==> src/design/tmtp_pkg.sv <==
// ----------------------------------------------------------------------------
// tmtp_pkg
// shared types, character codes and helpers for the markup tag parser
// ----------------------------------------------------------------------------
`default_nettype none

package tmtp_pkg;

  // character codes
  localparam logic [7:0] CH_NUL   = 8'h00;
  localparam logic [7:0] CH_OPEN  = 8'h7B;
  localparam logic [7:0] CH_CLOSE = 8'h7D;
  localparam logic [7:0] CH_L     = 8'h4C;
  localparam logic [7:0] CH_R     = 8'h52;
  localparam logic [7:0] CH_C     = 8'h43;
  localparam logic [7:0] CH_HASH  = 8'h23;

  // alignment codes
  localparam logic [1:0] ALIGN_CENTRE = 2'd0;
  localparam logic [1:0] ALIGN_LEFT   = 2'd1;
  localparam logic [1:0] ALIGN_RIGHT  = 2'd2;

  localparam logic [3:0] LEN_COLOUR = 4'd9;
  localparam logic [3:0] LEN_MAX    = 4'd15;
  localparam logic [3:0] LEN_STORE  = 4'd8;
  localparam logic [7:0] COLOUR_RST = 8'h80;
  localparam logic [4:0] DIGIT_BAD  = 5'h1F;

  localparam int DIGITS  = 8;
  localparam int OUT_W   = 40;

  // one character handed to the scanner
  typedef struct packed {
    logic       valid;
    logic [7:0] ch;
  } step_t;

  // one result item
  typedef struct packed {
    logic [7:0] alpha;
    logic [7:0] blue;
    logic [7:0] green;
    logic [7:0] red;
    logic [1:0] align_mode;
  } result_t;

  // digit value as 5-bit two's complement, -1 for a non-hex character
  function automatic logic [4:0] hex_value(input logic [7:0] ch);
    logic [4:0] v;
    v = DIGIT_BAD;
    if (ch >= 8'h30 && ch <= 8'h39) v = 5'(ch - 8'h30);
    else if (ch >= 8'h41 && ch <= 8'h46) v = 5'(ch - 8'h41 + 8'd10);
    else if (ch >= 8'h61 && ch <= 8'h66) v = 5'(ch - 8'h61 + 8'd10);
    return v;
  endfunction

  // hi*16 + lo modulo 256 with both digits signed
  function automatic logic [7:0] colour_byte(input logic [4:0] hi, input logic [4:0] lo);
    return {hi[3:0], 4'b0000} + {{3{lo[4]}}, lo};
  endfunction

endpackage

`default_nettype wire

==> src/design/tmtp_scan.sv <==
// ----------------------------------------------------------------------------
// tmtp_scan
// tag state, digit store and persistent alignment and colour
// ----------------------------------------------------------------------------
`default_nettype none

module tmtp_scan import tmtp_pkg::*; (
  input  wire logic    clk,
  input  wire logic    rst_n,
  input  wire step_t   step,
  output result_t      cur
);

  logic       in_tag_r, in_tag_nxt;
  logic [3:0] len_r, len_nxt;
  logic [7:0] first_r, first_nxt;
  logic [1:0] align_r, align_nxt;
  logic [7:0] colour_r [4];
  logic [7:0] colour_nxt [4];
  logic [4:0] digit_r [DIGITS];
  logic       digit_we;
  logic [2:0] digit_idx;

  always_comb begin
    in_tag_nxt = in_tag_r;
    len_nxt    = len_r;
    first_nxt  = first_r;
    align_nxt  = align_r;
    for (int k = 0; k < 4; k++) colour_nxt[k] = colour_r[k];
    digit_we   = 1'b0;
    digit_idx  = 3'(len_r - 4'd1);

    if (step.ch == CH_NUL) begin
      in_tag_nxt = 1'b0;
      len_nxt    = '0;
      first_nxt  = '0;
    end else if (step.ch == CH_OPEN) begin
      in_tag_nxt = 1'b1;
      len_nxt    = '0;
      first_nxt  = '0;
    end else if (step.ch == CH_CLOSE) begin
      if (in_tag_r) begin
        if (len_r != '0) begin
          if (first_r == CH_L) align_nxt = ALIGN_LEFT;
          else if (first_r == CH_R) align_nxt = ALIGN_RIGHT;
          else if (first_r == CH_C) align_nxt = ALIGN_CENTRE;
          else if (first_r == CH_HASH && len_r == LEN_COLOUR) begin
            for (int k = 0; k < 4; k++)
              colour_nxt[k] = colour_byte(digit_r[2*k], digit_r[2*k+1]);
          end
        end
        in_tag_nxt = 1'b0;
        len_nxt    = '0;
        first_nxt  = '0;
      end
    end else if (in_tag_r) begin
      if (len_r == '0) first_nxt = step.ch;
      else if (len_r <= LEN_STORE) digit_we = 1'b1;
      if (len_r < LEN_MAX) len_nxt = len_r + 4'd1;
    end
  end

  always_ff @(posedge clk) begin
    if (!rst_n) begin
      in_tag_r <= 1'b0;
      len_r    <= '0;
      first_r  <= '0;
      align_r  <= ALIGN_CENTRE;
      for (int k = 0; k < 4; k++) colour_r[k] <= COLOUR_RST;
    end else if (step.valid) begin
      in_tag_r <= in_tag_nxt;
      len_r    <= len_nxt;
      first_r  <= first_nxt;
      align_r  <= align_nxt;
      for (int k = 0; k < 4; k++) colour_r[k] <= colour_nxt[k];
    end
  end

  // digit store, no reset: every colour tag writes all eight entries first
  always_ff @(posedge clk) begin
    if (step.valid && digit_we) digit_r[digit_idx] <= hex_value(step.ch);
  end

  assign cur.align_mode = align_r;
  assign cur.red        = colour_r[0];
  assign cur.green      = colour_r[1];
  assign cur.blue       = colour_r[2];
  assign cur.alpha      = colour_r[3];

endmodule

`default_nettype wire

==> src/design/tmtp_out_reg.sv <==
// ----------------------------------------------------------------------------
// tmtp_out_reg
// result register on the master side
// ----------------------------------------------------------------------------
`default_nettype none

module tmtp_out_reg import tmtp_pkg::*; (
  input  wire logic    clk,
  input  wire logic    rst_n,
  input  wire logic    load,
  input  wire result_t data_in,
  input  wire logic    take,
  output logic         valid,
  output result_t      data_out
);

  logic    valid_r;
  result_t data_r;

  always_ff @(posedge clk) begin
    if (!rst_n) begin
      valid_r <= 1'b0;
    end else if (load) begin
      valid_r <= 1'b1;
    end else if (take) begin
      valid_r <= 1'b0;
    end
  end

  always_ff @(posedge clk) begin
    if (load) data_r <= data_in;
  end

  assign valid    = valid_r;
  assign data_out = data_r;

endmodule

`default_nettype wire

==> src/design/text_markup_tag_parser_unit.sv <==
// ----------------------------------------------------------------------------
// text_markup_tag_parser_unit
// brace tag scanner: alignment and colour tags, one result per string end
// ----------------------------------------------------------------------------
//
//  channel | dir | fields
//  --------+-----+-----------------------------------------------------------
//  in_     | in  | char_code[7:0]
//  out_    | out | align_mode[1:0] red[9:2] green[17:10] blue[25:18]
//          |     | alpha[33:26], zero padded to 40 bits
//
//  one character per cycle unless a zero character stalls; a character waits in
//  the input register and its state update and result load happen as it leaves it
//  a zero character passes through the input register, then the result register
//  synchronous active-low reset: centre alignment, colour 0x80 per byte
//  a zero character waits in the input register only while the result
//  register still holds an untaken result; other characters never stall
// ----------------------------------------------------------------------------
`default_nettype none

module text_markup_tag_parser_unit import tmtp_pkg::*; (
  input  wire logic             clk,
  input  wire logic             rst_n,
  input  wire logic             in_tvalid,
  output logic                  in_tready,
  input  wire logic [7:0]       in_tdata,   // char_code[7:0]
  output logic                  out_tvalid,
  input  wire logic             out_tready,
  output logic [OUT_W-1:0]      out_tdata   // align_mode, red, green, blue, alpha
);

  // input register
  logic       in_valid_r;
  logic [7:0] in_char_r;
  logic       advance;
  logic       is_end;

  // result side
  logic    out_valid;
  result_t cur;
  result_t res;
  step_t   step;

  assign is_end = (in_char_r == CH_NUL);

  // a string end needs a free result register, or one being emptied now
  assign advance   = in_valid_r && (!is_end || !out_valid || out_tready);
  assign in_tready = !in_valid_r || advance;

  always_ff @(posedge clk) begin
    if (!rst_n) begin
      in_valid_r <= 1'b0;
    end else if (in_tready) begin
      in_valid_r <= in_tvalid;
    end
  end

  always_ff @(posedge clk) begin
    if (in_tready && in_tvalid) in_char_r <= in_tdata;
  end

  assign step.valid = advance;
  assign step.ch    = in_char_r;

  // tag state; cur shows alignment and colour before this character
  tmtp_scan u_scan (
    .clk   (clk),
    .rst_n (rst_n),
    .step  (step),
    .cur   (cur)
  );

  tmtp_out_reg u_out (
    .clk      (clk),
    .rst_n    (rst_n),
    .load     (advance && is_end),
    .data_in  (cur),
    .take     (out_tready),
    .valid    (out_valid),
    .data_out (res)
  );

  assign out_tvalid = out_valid;
  assign out_tdata  = {6'b000000, res};

endmodule

`default_nettype wire

==> config.mk <==
export PLATFORM = sky130hd
export DESIGN_NAME = text_markup_tag_parser_unit
export DESIGN_NICKNAME = d
export VERILOG_FILES = /design/src/design/tmtp_pkg.sv /design/src/design/tmtp_scan.sv /design/src/design/tmtp_out_reg.sv /design/src/design/text_markup_tag_parser_unit.sv
export SDC_FILE = /design/constraint.sdc
export NUM_CORES = 1
export LEC_CHECK = 0
export ABC_AREA = 1
export BUFFER_PORTS_ARGS = -buffer_cell sky130_fd_sc_hd__buf_2
export CORE_MARGIN = 2
export CORE_UTILIZATION = 58
export CTS_CLUSTER_SIZE = 16
export DETAILED_ROUTE_END_ITERATION = 12
export GPL_TIMING_DRIVEN = 0
export HOLD_SLACK_MARGIN = 0.03
export PLACE_DENSITY_LB_ADDON = 0.25
export SYNTH_ARGS = -nofsm -noshare
export SYNTH_HDL_FRONTEND = slang
export SYNTH_SLANG_ARGS = --single-unit
==> constraint.sdc <==
create_clock -name clk -period 5.75 [get_ports clk]
set_input_delay 0.8625 -clock clk [delete_from_list [all_inputs] [get_ports clk]]
set_output_delay 0.8625 -clock clk [all_outputs]
set_load 0.02 [all_outputs]
==> results.toml, run 1 <==
[clock_tree]
cts_num_sinks = 127
cts_hold_buf = 0
htree_levels = 4
ctsResizeCount = 0
cts_root_buffer = "clkbuf_8"
cts_tree = "done"
post_cts_buffers = 0
clockBufferDepth = 2
clock_latency_ns = 0.51
cts_buffers = 17
cts.clk_slew.worst_paths_ns = 0.06

[timing]
relSlewSlack_pct = 14.6
fin_setup_tns_ns = 0
period_needed_ns = 2.84
clock_skew_ns = 0.00704
fmax_ghz = 0.352
finalSetupViolations = 0
tightestPinTransition_ns = 1.28
rsz0062_at_grt = "no"
hold_violations = 0
period_share_pct = 49.3
finalMaxSlewViolations = 0

[place]
gp_congestion = 0.898
dp_hpwl_um = 5960
io_buffers = 47

[global_route]
antenna_found_initial = 0
grt_overflow_total = 0
grt_pass1_wl_um = 14500
grt_max_degree = 36
grt.total_usage_pct = 19.1
grt_pass1_vias = 3145

[routing]
via_per_inst = 5.06
ant_nets = 0
drtIter0Drc = 183
via_count = 3278
drc = 0
drt-pass1-iter-count = 5
drt-total-wl_um = 8780
wl_per_cell_um = 13.6

[synthesis]
synth_edf_count = 110
yosysTopAreaCellShare_pct = 61.0
synth_cell_types = 32
seq_area_frac_synth_pct = 67.3
synth_most_common_cell = "edfxtp_1"
syn_avg_cell_area_um2 = 11.9
ys_warn_count = 0
ys_async_sr_fraction_pct = 0
synth-main-ff-cell = "edfxtp_1"
syn-cell-area_mm2 = 0.00541
synth_common_cells = "110 x edfxtp_1, 66 x inv_1, 65 x nor2_1"
synth_top_cell_by_area = "edfxtp_1"
ys_top_cells_by_area = "edfxtp_1 61%, dfxtp_1 6.3%, inv_1 4.6%"
synth_cells = 453
synth-seq-cells = 127

[layout]
final_nets = 560
post-route-util_pct = 70.2
area_growth_pct = 18.7
drive_above_1_share_pct = 20.7
fillers = 619
antenna_cells = 0

[run]
timing.max_cap.violations = 0

[floorplan]
rows = 35
die_y_um = 101
ios = 54
core_mm2 = 0.00915
start_util_pct = 59.1
dieArea_mm2 = 0.0101
fp.dieW_um = 101

[power_and_ir_drop]
powerDensity_mw_per_mm2 = 329
ir_drop_v = 0.000257
fin_total_pwr_mw = 2.11
p_leak_nw = 2.64

[critical_path]
crit_type = "reg2out"
path_max_fanout = 7
critPathLaunchType = "flop"
end_kind = "primary output"
arrival_ns = 1.97
worstPathRequired_ns = 4.89

[hold_path]
hp-class = "reg2reg"

[status]
status = "completed"
## worst max-delay path, cell delays in order (launching register included)
cell	delay, ns
edfxtp_1	0.49
inv_1	0.15
ha_1	0.22
nand2_2	0.09
nor2_4	0.19
nand3_1	0.13
buf_2	0.18
## metrics by stage
stage | cell area (um^2) | setup WS (ns) | cells | hold slack [ns]
after floorplan | 5430 | 1.73 | 458 | 0.400
after global placement | 5810 | 0.600 | 616 | 0.401
after detailed placement | 5840 | 3.02 | 617 | 0.405
after CTS | 6420 | 2.89 | 648 | 0.418
after global routing | 6420 | 2.79 | 648 | 0.421
final | 6420 | 2.91 | 648 | 0.413
## placed cells by master, fill, tap and decap left out, types with 2 or more instances in the layout
cell / synthesis / routed
xnor2_1: 5 / 5
bufinv_16: 0 / 3
a21oi_2: 2 / 2
conb_1: 1 / 6
nor2_2: 4 / 4
clkinv_1: 0 / 2
clkinvlp_4: 0 / 2
xor2_1: 10 / 10
clkinv_2: 0 / 2
buf_6: 4 / 4
nor2_1: 65 / 65
nand2_1: 61 / 61
buf_4: 7 / 7
dfxtp_1: 17 / 17
inv_2: 2 / 2
o21ai_0: 5 / 4
inv_1: 66 / 66
ha_1: 19 / 19
clkbuf_16: 0 / 16
nand2_2: 6 / 6
nand3_1: 27 / 27
nor3_1: 4 / 4
nand4_1: 6 / 6
edfxtp_1: 110 / 110
fa_1: 4 / 4
buf_2: 0 / 47
a21oi_1: 16 / 16
inv_6: 0 / 2
clkinv_4: 0 / 3
nor2_4: 2 / 2
## final timing paths
check,startpoint,to,slack [ns],cells after the start
hold reg to reg,u_scan.colour_r[0][3],u_out.data_out[5],0.41,0
hold / removal,u_scan.colour_r[0][3],u_out.data_out[5],0.41,0
setup reg to reg,in_char_r[0],u_out.data_out[33],3.10,9
setup / recovery,in_char_r[0],in_tready,2.91,6
## final cells by class
cell class | instances | area (um^2) | share of cell area, %
sequential | 127 | 3640 | 56.7
multi-input combinational | 251 | 1440 | 22.4
clock buffer | 17 | 414 | 6.45
timing repair buffer | 48 | 263 | 4.09
inverter | 69 | 262 | 4.07
clock inverter | 14 | 166 | 2.59
tap | 111 | 139 | 2.16
buffer | 11 | 97.6 | 1.52
## kinds of logic after synthesis
group | share of synthesized area, %
fa+ha+maj | 5.87
compound gates | 2.66
other cells | 0.0693
simple gates | 15.0
flops | 67.3
xor+xnor | 2.43
buf+inv | 6.63
## flip-flops by register name, indices dropped and copies added (netlist names)
signal / cells
u_out.valid: 1
u_scan.colour_r: 32
in_valid_r: 1
u_scan.first_r: 8
u_scan.len_r: 4
u_scan.align_r: 2
u_scan.digit_r: 36
u_scan.in_tag_r: 1
in_char_r: 8
u_out.data_out: 34
## where the power goes
group          switching, mW  internal (mW)  total, mW
logic                 0.0390         0.0205     0.0596
clock network          0.375          0.656       1.03
registers            0.00910           1.01       1.02
## layer usage
layer | GRT usage [%] | wire (um)
met3 | 5.89 | 447
met2 | 32.3 | 4550
met5 | 0 | 0
met1 | 21.9 | 3570
met4 | 9.59 | 208
Note: power is estimated with default switching activity, not from simulation.
==> run 2, diff against run 1 <==
--- a/config.mk
+++ b/config.mk
@@ -8,7 +8,7 @@
 export ABC_AREA = 1
 export BUFFER_PORTS_ARGS = -buffer_cell sky130_fd_sc_hd__buf_2
 export CORE_MARGIN = 2
-export CORE_UTILIZATION = 58
+export CORE_UTILIZATION = 53
 export CTS_CLUSTER_SIZE = 16
 export DETAILED_ROUTE_END_ITERATION = 12
 export GPL_TIMING_DRIVEN = 0
==> constraint.sdc (replaced) <==
create_clock -name clk -period 2.6 [get_ports clk]
set_input_delay 0.39 -clock clk [delete_from_list [all_inputs] [get_ports clk]]
set_output_delay 0.39 -clock clk [all_outputs]
set_load 0.02 [all_outputs]
==> results.toml, run 2 (synthesis gave the netlist of run 1 again) <==
[power_and_ir_drop]
ir_drop_v = 0.000429
powerDensity_mw_per_mm2 = 692
p_leak_nw = 2.65

[clock_tree]
cts_tree = "done"
cts_buffers = 17
cts.clk_slew.worst_paths_ns = 0.06
cts_num_sinks = 127
cts_root_buffer = "clkbuf_8"
clock_latency_ns = 0.52
clockBufferDepth = 2
htree_levels = 4

[place]
dp_hpwl_um = 5920
placed_cells = 639
gp_congestion = 0.902
place_ws_ns = -0.0919
io_buffers = 47

[critical_path]
path_common_cell = "inv_1"
cp_slowest_cell = "edfxtp_1"
critPathLaunchType = "flop"
regToRegSetupSlack_ns = 0.16
crit_type = "reg2reg"
crit_end = "u_scan.colour_r[2][4]"
path_max_fanout = 21
slowest_delay_ns = 0.50
end_kind = "flop"
arrival_ns = 2.67
crit_path_cell_trace = "inv_1 -> ha_1 -> inv_1 -> nor2_1 -> nand2_1 -> nor3_2 -> nand4_1 -> o21ai_4 -> buf_16"
reg2reg_depth = 9
worstPathRequired_ns = 2.83
r2r_end = "u_scan.colour_r[2][4]"
cp-startpoint = "in_char_r[1]"
r2r-start = "in_char_r[1]"

[routing]
drtIter0Drc = 220
via_per_inst = 4.89
drc = 0
via_count = 3334
wl_per_cell_um = 13.2
ant_nets = 0
drt-pass1-iter-count = 5
drt-total-wl_um = 9020

[global_route]
grt_pass1_vias = 3225
grt_max_degree = 22
grt_pass1_wl_um = 14800
antenna_found_initial = 0
grt.total_usage_pct = 17.5
grt_overflow_total = 0

[timing]
clock_skew_ns = 0.00698
period_needed_ns = 2.44
hold_violations = 0
setup_ws_ns = 0.156
finalSetupViolations = 0
rsz0062_at_grt = "no"
period_share_pct = 94.0
finalMaxSlewViolations = 0
fmax_ghz = 0.409

[floorplan]
die_y_um = 105
dieArea_mm2 = 0.0110
ios = 54
core_mm2 = 0.00986
start_util_pct = 54.9
fp.dieW_um = 105
rows = 36

[layout]
antenna_cells = 0
largest_reg_flops = 36
area_growth_pct = 20.8
final_common_cell = "edfxtp_1"
top_register = "u_scan.digit_r"
fin_cells = 682
final_nets = 571
drive_above_1_share_pct = 21.1
final_cell_mix = "110 x edfxtp_1, 65 x nor2_1, 65 x inv_1"

[run]
timing.max_cap.violations = 0

[hold_path]
hp-class = "in2reg"

[status]
status = "completed"
[run 2: cell count changes in the layout (fill, tap and decap cells not counted), sizes merged]
cell | previous run | this run
inv | 71 | 70
dlygate4sd3 | 0 | 8
bufinv | 3 | 1
clkinvlp | 2 | 7
buf | 59 | 61
[run 2: per-stage QoR]
stage	utilization [%]	area [um^2]	hold WS, ns	setup TNS (ns)	power, mW
3_5_place_dp	59.5	5870	0.405	-2.97	2.44
6_report	66.3	6540	0.108	0	4.52
5_1_grt	66.3	6540	0.0998	0	4.66
4_1_cts	66.1	6520	0.0946	0	4.54
2_1_floorplan	-	5440	0.400	0	2.39
3_3_place_gp	59.2	5840	0.400	-16.92	2.43
[run 2: worst min path at each step]
stage | from | to | slack, ns | cells past startpoint
after floorplan | u_scan.colour_r[1][0] | u_out.data_out[10] | 0.40 | 0
after global placement | u_scan.colour_r[2][6] | u_out.data_out[24] | 0.40 | 0
after detailed placement | u_scan.colour_r[2][0] | u_out.data_out[18] | 0.40 | 0
after CTS | in_tvalid | in_valid_r | 0.09 | 3
after global routing | in_tvalid | in_valid_r | 0.1 | 3
final | in_tvalid | in_valid_r | 0.11 | 3
[run 2: worst max-delay path, delay by kind of cell, from the launching register on]
kind                       cells  cell delay, ns
and+or+nand+nor                4            0.77
DFF                            1            0.50
buffers and inverters          3            0.40
AOI/OAI and AO/OA              1            0.30
adders and majority gates      1            0.18
[run 2: power by group]
part / switching (mW) / total [mW] / internal [mW]
Clock: 0.856 / 2.11 / 1.26
Sequential: 0.0196 / 2.26 / 2.24
Combinational: 0.0896 / 0.146 / 0.0564
Total: 0.965 / 4.52 / 3.56
[run 2: repair_timing]
| action | CTS | global route |
|---|---|---|
| pin swaps | 1 | 0 |
| setup buffers | 1 | 1 |
| gates cloned | 1 | 0 |
| hold buffers | 8 | 0 |
| setup endpoints to repair | 55 | 18 |
| gates resized for setup | 2 | 0 |
| hold endpoints to repair | 8 | 0 |
[run 2: cell type report]
cell class	count	area [um^2]
sequential	127	3640
fill	703	3330
multi-input combinational	251	1440
clock buffer	17	414
timing repair buffer	58	383
inverter	69	265
tap	133	166
clock inverter	15	121
buffer	11	97.6
timing repair inverter	1	7.51
[run 2: metal layers]
| layer | global-route usage (%) | share of wire, % | routed length [um] |
|---|---|---|---|
| met5 | 0 | 0 | 0 |
| met4 | 10.8 | 2.0 | 183 |
| met3 | 5.30 | 4.8 | 435 |
| met2 | 29.0 | 53 | 4780 |
| met1 | 19.6 | 40 | 3620 |
==> run 3, diff against run 2 <==
--- a/config.mk
+++ b/config.mk
@@ -16,4 +16,5 @@
 export PLACE_DENSITY_LB_ADDON = 0.25
 export SYNTH_ARGS = -nofsm -noshare
 export SYNTH_HDL_FRONTEND = slang
+export SYNTH_HIERARCHICAL = 1
 export SYNTH_SLANG_ARGS = --single-unit
==> results.toml, run 3 <==
[timing]
period_needed_ns = 2.37
finalSetupViolations = 0
hold_violations = 0
finalMaxSlewViolations = 0
relSlewSlack_pct = 46.8
clock_skew_ns = 0.00697
timing.hold.ws_ns = 0.0590
fmax_ghz = 0.422
setup_ws_ns = 0.233
period_share_pct = 91.0
tightestPinTransition_ns = 0.793
rsz0062_at_grt = "no"

[hold_path]
hold_depth = 1
min-delay-start = "in_tdata[0]"
whs_endpoint = "in_char_r[0]"
hp-class = "in2reg"

[routing]
via_count = 3417
ant_nets = 0
drt-total-wl_um = 9150
drt-pass1-iter-count = 4
via_per_inst = 4.89
drtIter0Drc = 135
drc = 0
wl_per_cell_um = 13.1

[layout]
area_growth_pct = 21.3
fin_cells = 699
fillers = 760
final_nets = 584
final_cell_mix = "110 x edfxtp_1, 71 x nor2_1, 66 x inv_1"
post-route-util_pct = 65.2
drive_above_1_share_pct = 19.7
final_common_cell = "edfxtp_1"
top_register = "u_scan/digit_r"
largest_reg_flops = 36
antenna_cells = 0

[place]
gp_congestion = 0.869
dp_hpwl_um = 6050
placed_cells = 660
place_ws_ns = -0.434
io_buffers = 47

[synthesis]
synth_cells = 472
synth_top_cell_by_area = "edfxtp_1"
ys_async_sr_fraction_pct = 0
yosysTopAreaCellShare_pct = 60.6
synth_cell_types = 35
ys_warn_count = 6
seq_area_frac_synth_pct = 66.9
synth_most_common_cell = "edfxtp_1"
synth-seq-cells = 127
synth_edf_count = 110
syn-cell-area_mm2 = 0.00545
syn_avg_cell_area_um2 = 11.5
ys_top_cells_by_area = "edfxtp_1 61%, dfxtp_1 6.2%, nor2_1 5.2%"
synth_common_cells = "110 x edfxtp_1, 75 x nor2_1, 67 x inv_1"
synth-main-ff-cell = "edfxtp_1"

[global_route]
grt_pass1_vias = 3339
grt_overflow_total = 0
grt_pass1_wl_um = 15300
grt.total_usage_pct = 18.2
antenna_found_initial = 0
grt_max_degree = 36

[power_and_ir_drop]
powerDensity_mw_per_mm2 = 738
netSwitchingPower_mw = 0.932
clkPwrFrac_pct = 50.7
ir_drop_v = 0.000578
p_sw_share_pct = 19.1
seqPwrFrac_pct = 46.5
internal_power_mw = 3.95
p_comb_share_pct = 2.8
p_leak_nw = 2.73

[clock_tree]
htree_levels = 4
cts_num_sinks = 127
post_cts_buffers = 0
clockBufferDepth = 2
cts_tree = "done"
cts_buffers = 17
cts_root_buffer = "clkbuf_8"
cts.clk_slew.worst_paths_ns = 0.06
clock_latency_ns = 0.51

[run]
timing.max_cap.violations = 0

[critical_path]
reg2reg_depth = 9
critical_path.top_delay_family = "simple AND/OR/NAND/NOR gates"
regToRegSetupSlack_ns = 0.23
end_kind = "flop"
arrival_ns = 2.55
worstPathRequired_ns = 2.78
critPathLaunchType = "flop"
slowest_delay_ns = 0.50
worst-path-buf-inv = 0
path_common_cell = "nand2_1"
path_max_fanout = 7
crit_type = "reg2reg"
r2r-start = "in_char_r[2]"
cp_slowest_cell = "edfxtp_1"
crit_path_cell_trace = "nor2_1 -> nand2_1 -> nor2_2 -> a21boi_2 -> nand2_1 -> nor2_1 -> nand2_1 -> or2_2 -> nor2_2"
r2r_end = "u_scan/digit_r[3][4]"

[status]
status = "completed"

[floorplan]
fp.dieW_um = 105
start_util_pct = 53.7
ios = 54
rows = 37
die_y_um = 105
core_mm2 = 0.0101
dieArea_mm2 = 0.0111
==> run 3: changes by cell type after synthesis, sizes merged, moves of 2 or more <==
cell	delta
xor2	-5
nor2	+7
a21oi	+5
nand4	+2
clkbuf	+3
nand3	-2
o21ai	+4
a211oi	+4
==> run 3: cells by family after synthesis <==
family / synth area share (%)
AOI/OAI and AO/OA: 3.93
xor gates and xnor gates: 1.61
adders and majority gates: 5.60
buffers and inverters: 6.38
DFF: 66.9
other: 0.0688
and+or+nand+nor: 15.5
==> run 3: per-stage QoR <==
stage                     power, mW  setup TNS, ns  area [um^2]
final                          4.88              0         6610
after global routing           5.05              0         6610
after CTS                      4.92              0         6590
after detailed placement       2.44         -17.60         5870
after global placement         2.43         -15.55         5870
after floorplan                2.40              0         5470
==> run 3: how the worst max path moves through the flow <==
stage | from | depth (start not counted) | slack (ns) | endpoint
2_1_floorplan | in_char_r[4] | 8 | 0.19 | u_scan/colour_r[0][0]
3_3_place_gp | in_char_r[4] | 8 | -0.38 | u_scan/colour_r[1][4]
3_5_place_dp | in_char_r[4] | 8 | -0.43 | u_scan/colour_r[2][6]
4_1_cts | in_char_r[4] | 9 | 0.02 | u_scan/digit_r[1][4]
5_1_grt | in_char_r[1] | 10 | 0.03 | u_scan/digit_r[2][0]
6_report | in_char_r[2] | 9 | 0.23 | u_scan/digit_r[3][4]
==> run 3: power groups by stage <==
stage                     registers (mW)  logic (mW)  clock network [mW]
final                               2.27       0.139                2.47
after global routing                2.27       0.156                2.62
after CTS                           2.27       0.139                2.51
after detailed placement            2.31       0.128                   0
after global placement              2.31       0.124                   0
after floorplan                     2.30      0.0918                   0
==> run 3: layout make-up <==
type | instances | area (um^2) | share of cell area, %
Sequential cell | 127 | 3640 | 55.1
Clock buffer | 18 | 418 | 6.32
Tap cell | 136 | 170 | 2.57
Multi-Input combinational cell | 268 | 1510 | 22.9
Inverter | 68 | 255 | 3.86
Clock inverter | 14 | 213 | 3.22
Timing Repair Buffer | 54 | 305 | 4.62
Buffer | 14 | 92.6 | 1.40
==> run 3: worst register-to-register path, stage by stage (launching register included) <==
cell and delay, ns:
edfxtp_1 0.50, nor2_1 0.07, nand2_1 0.07, nor2_2 0.05, a21boi_2 0.27, nand2_1 0.23
nor2_1 0.15, nand2_1 0.07, or2_2 0.35, nor2_2 0.28
==> run 3: routing by layer <==
layer,global-route usage [%],wire (um)
met4,7.71,184
met2,32.5,4900
met5,0,0
met1,19.5,3610
met3,6.18,463
==> run 3: timing repair <==
action	in CTS	in global routing
gates resized for setup	8	3
endpoints found under the setup margin	80	64
hold buffers	6	1
endpoints found under the hold margin	6	1
pin swaps	0	1
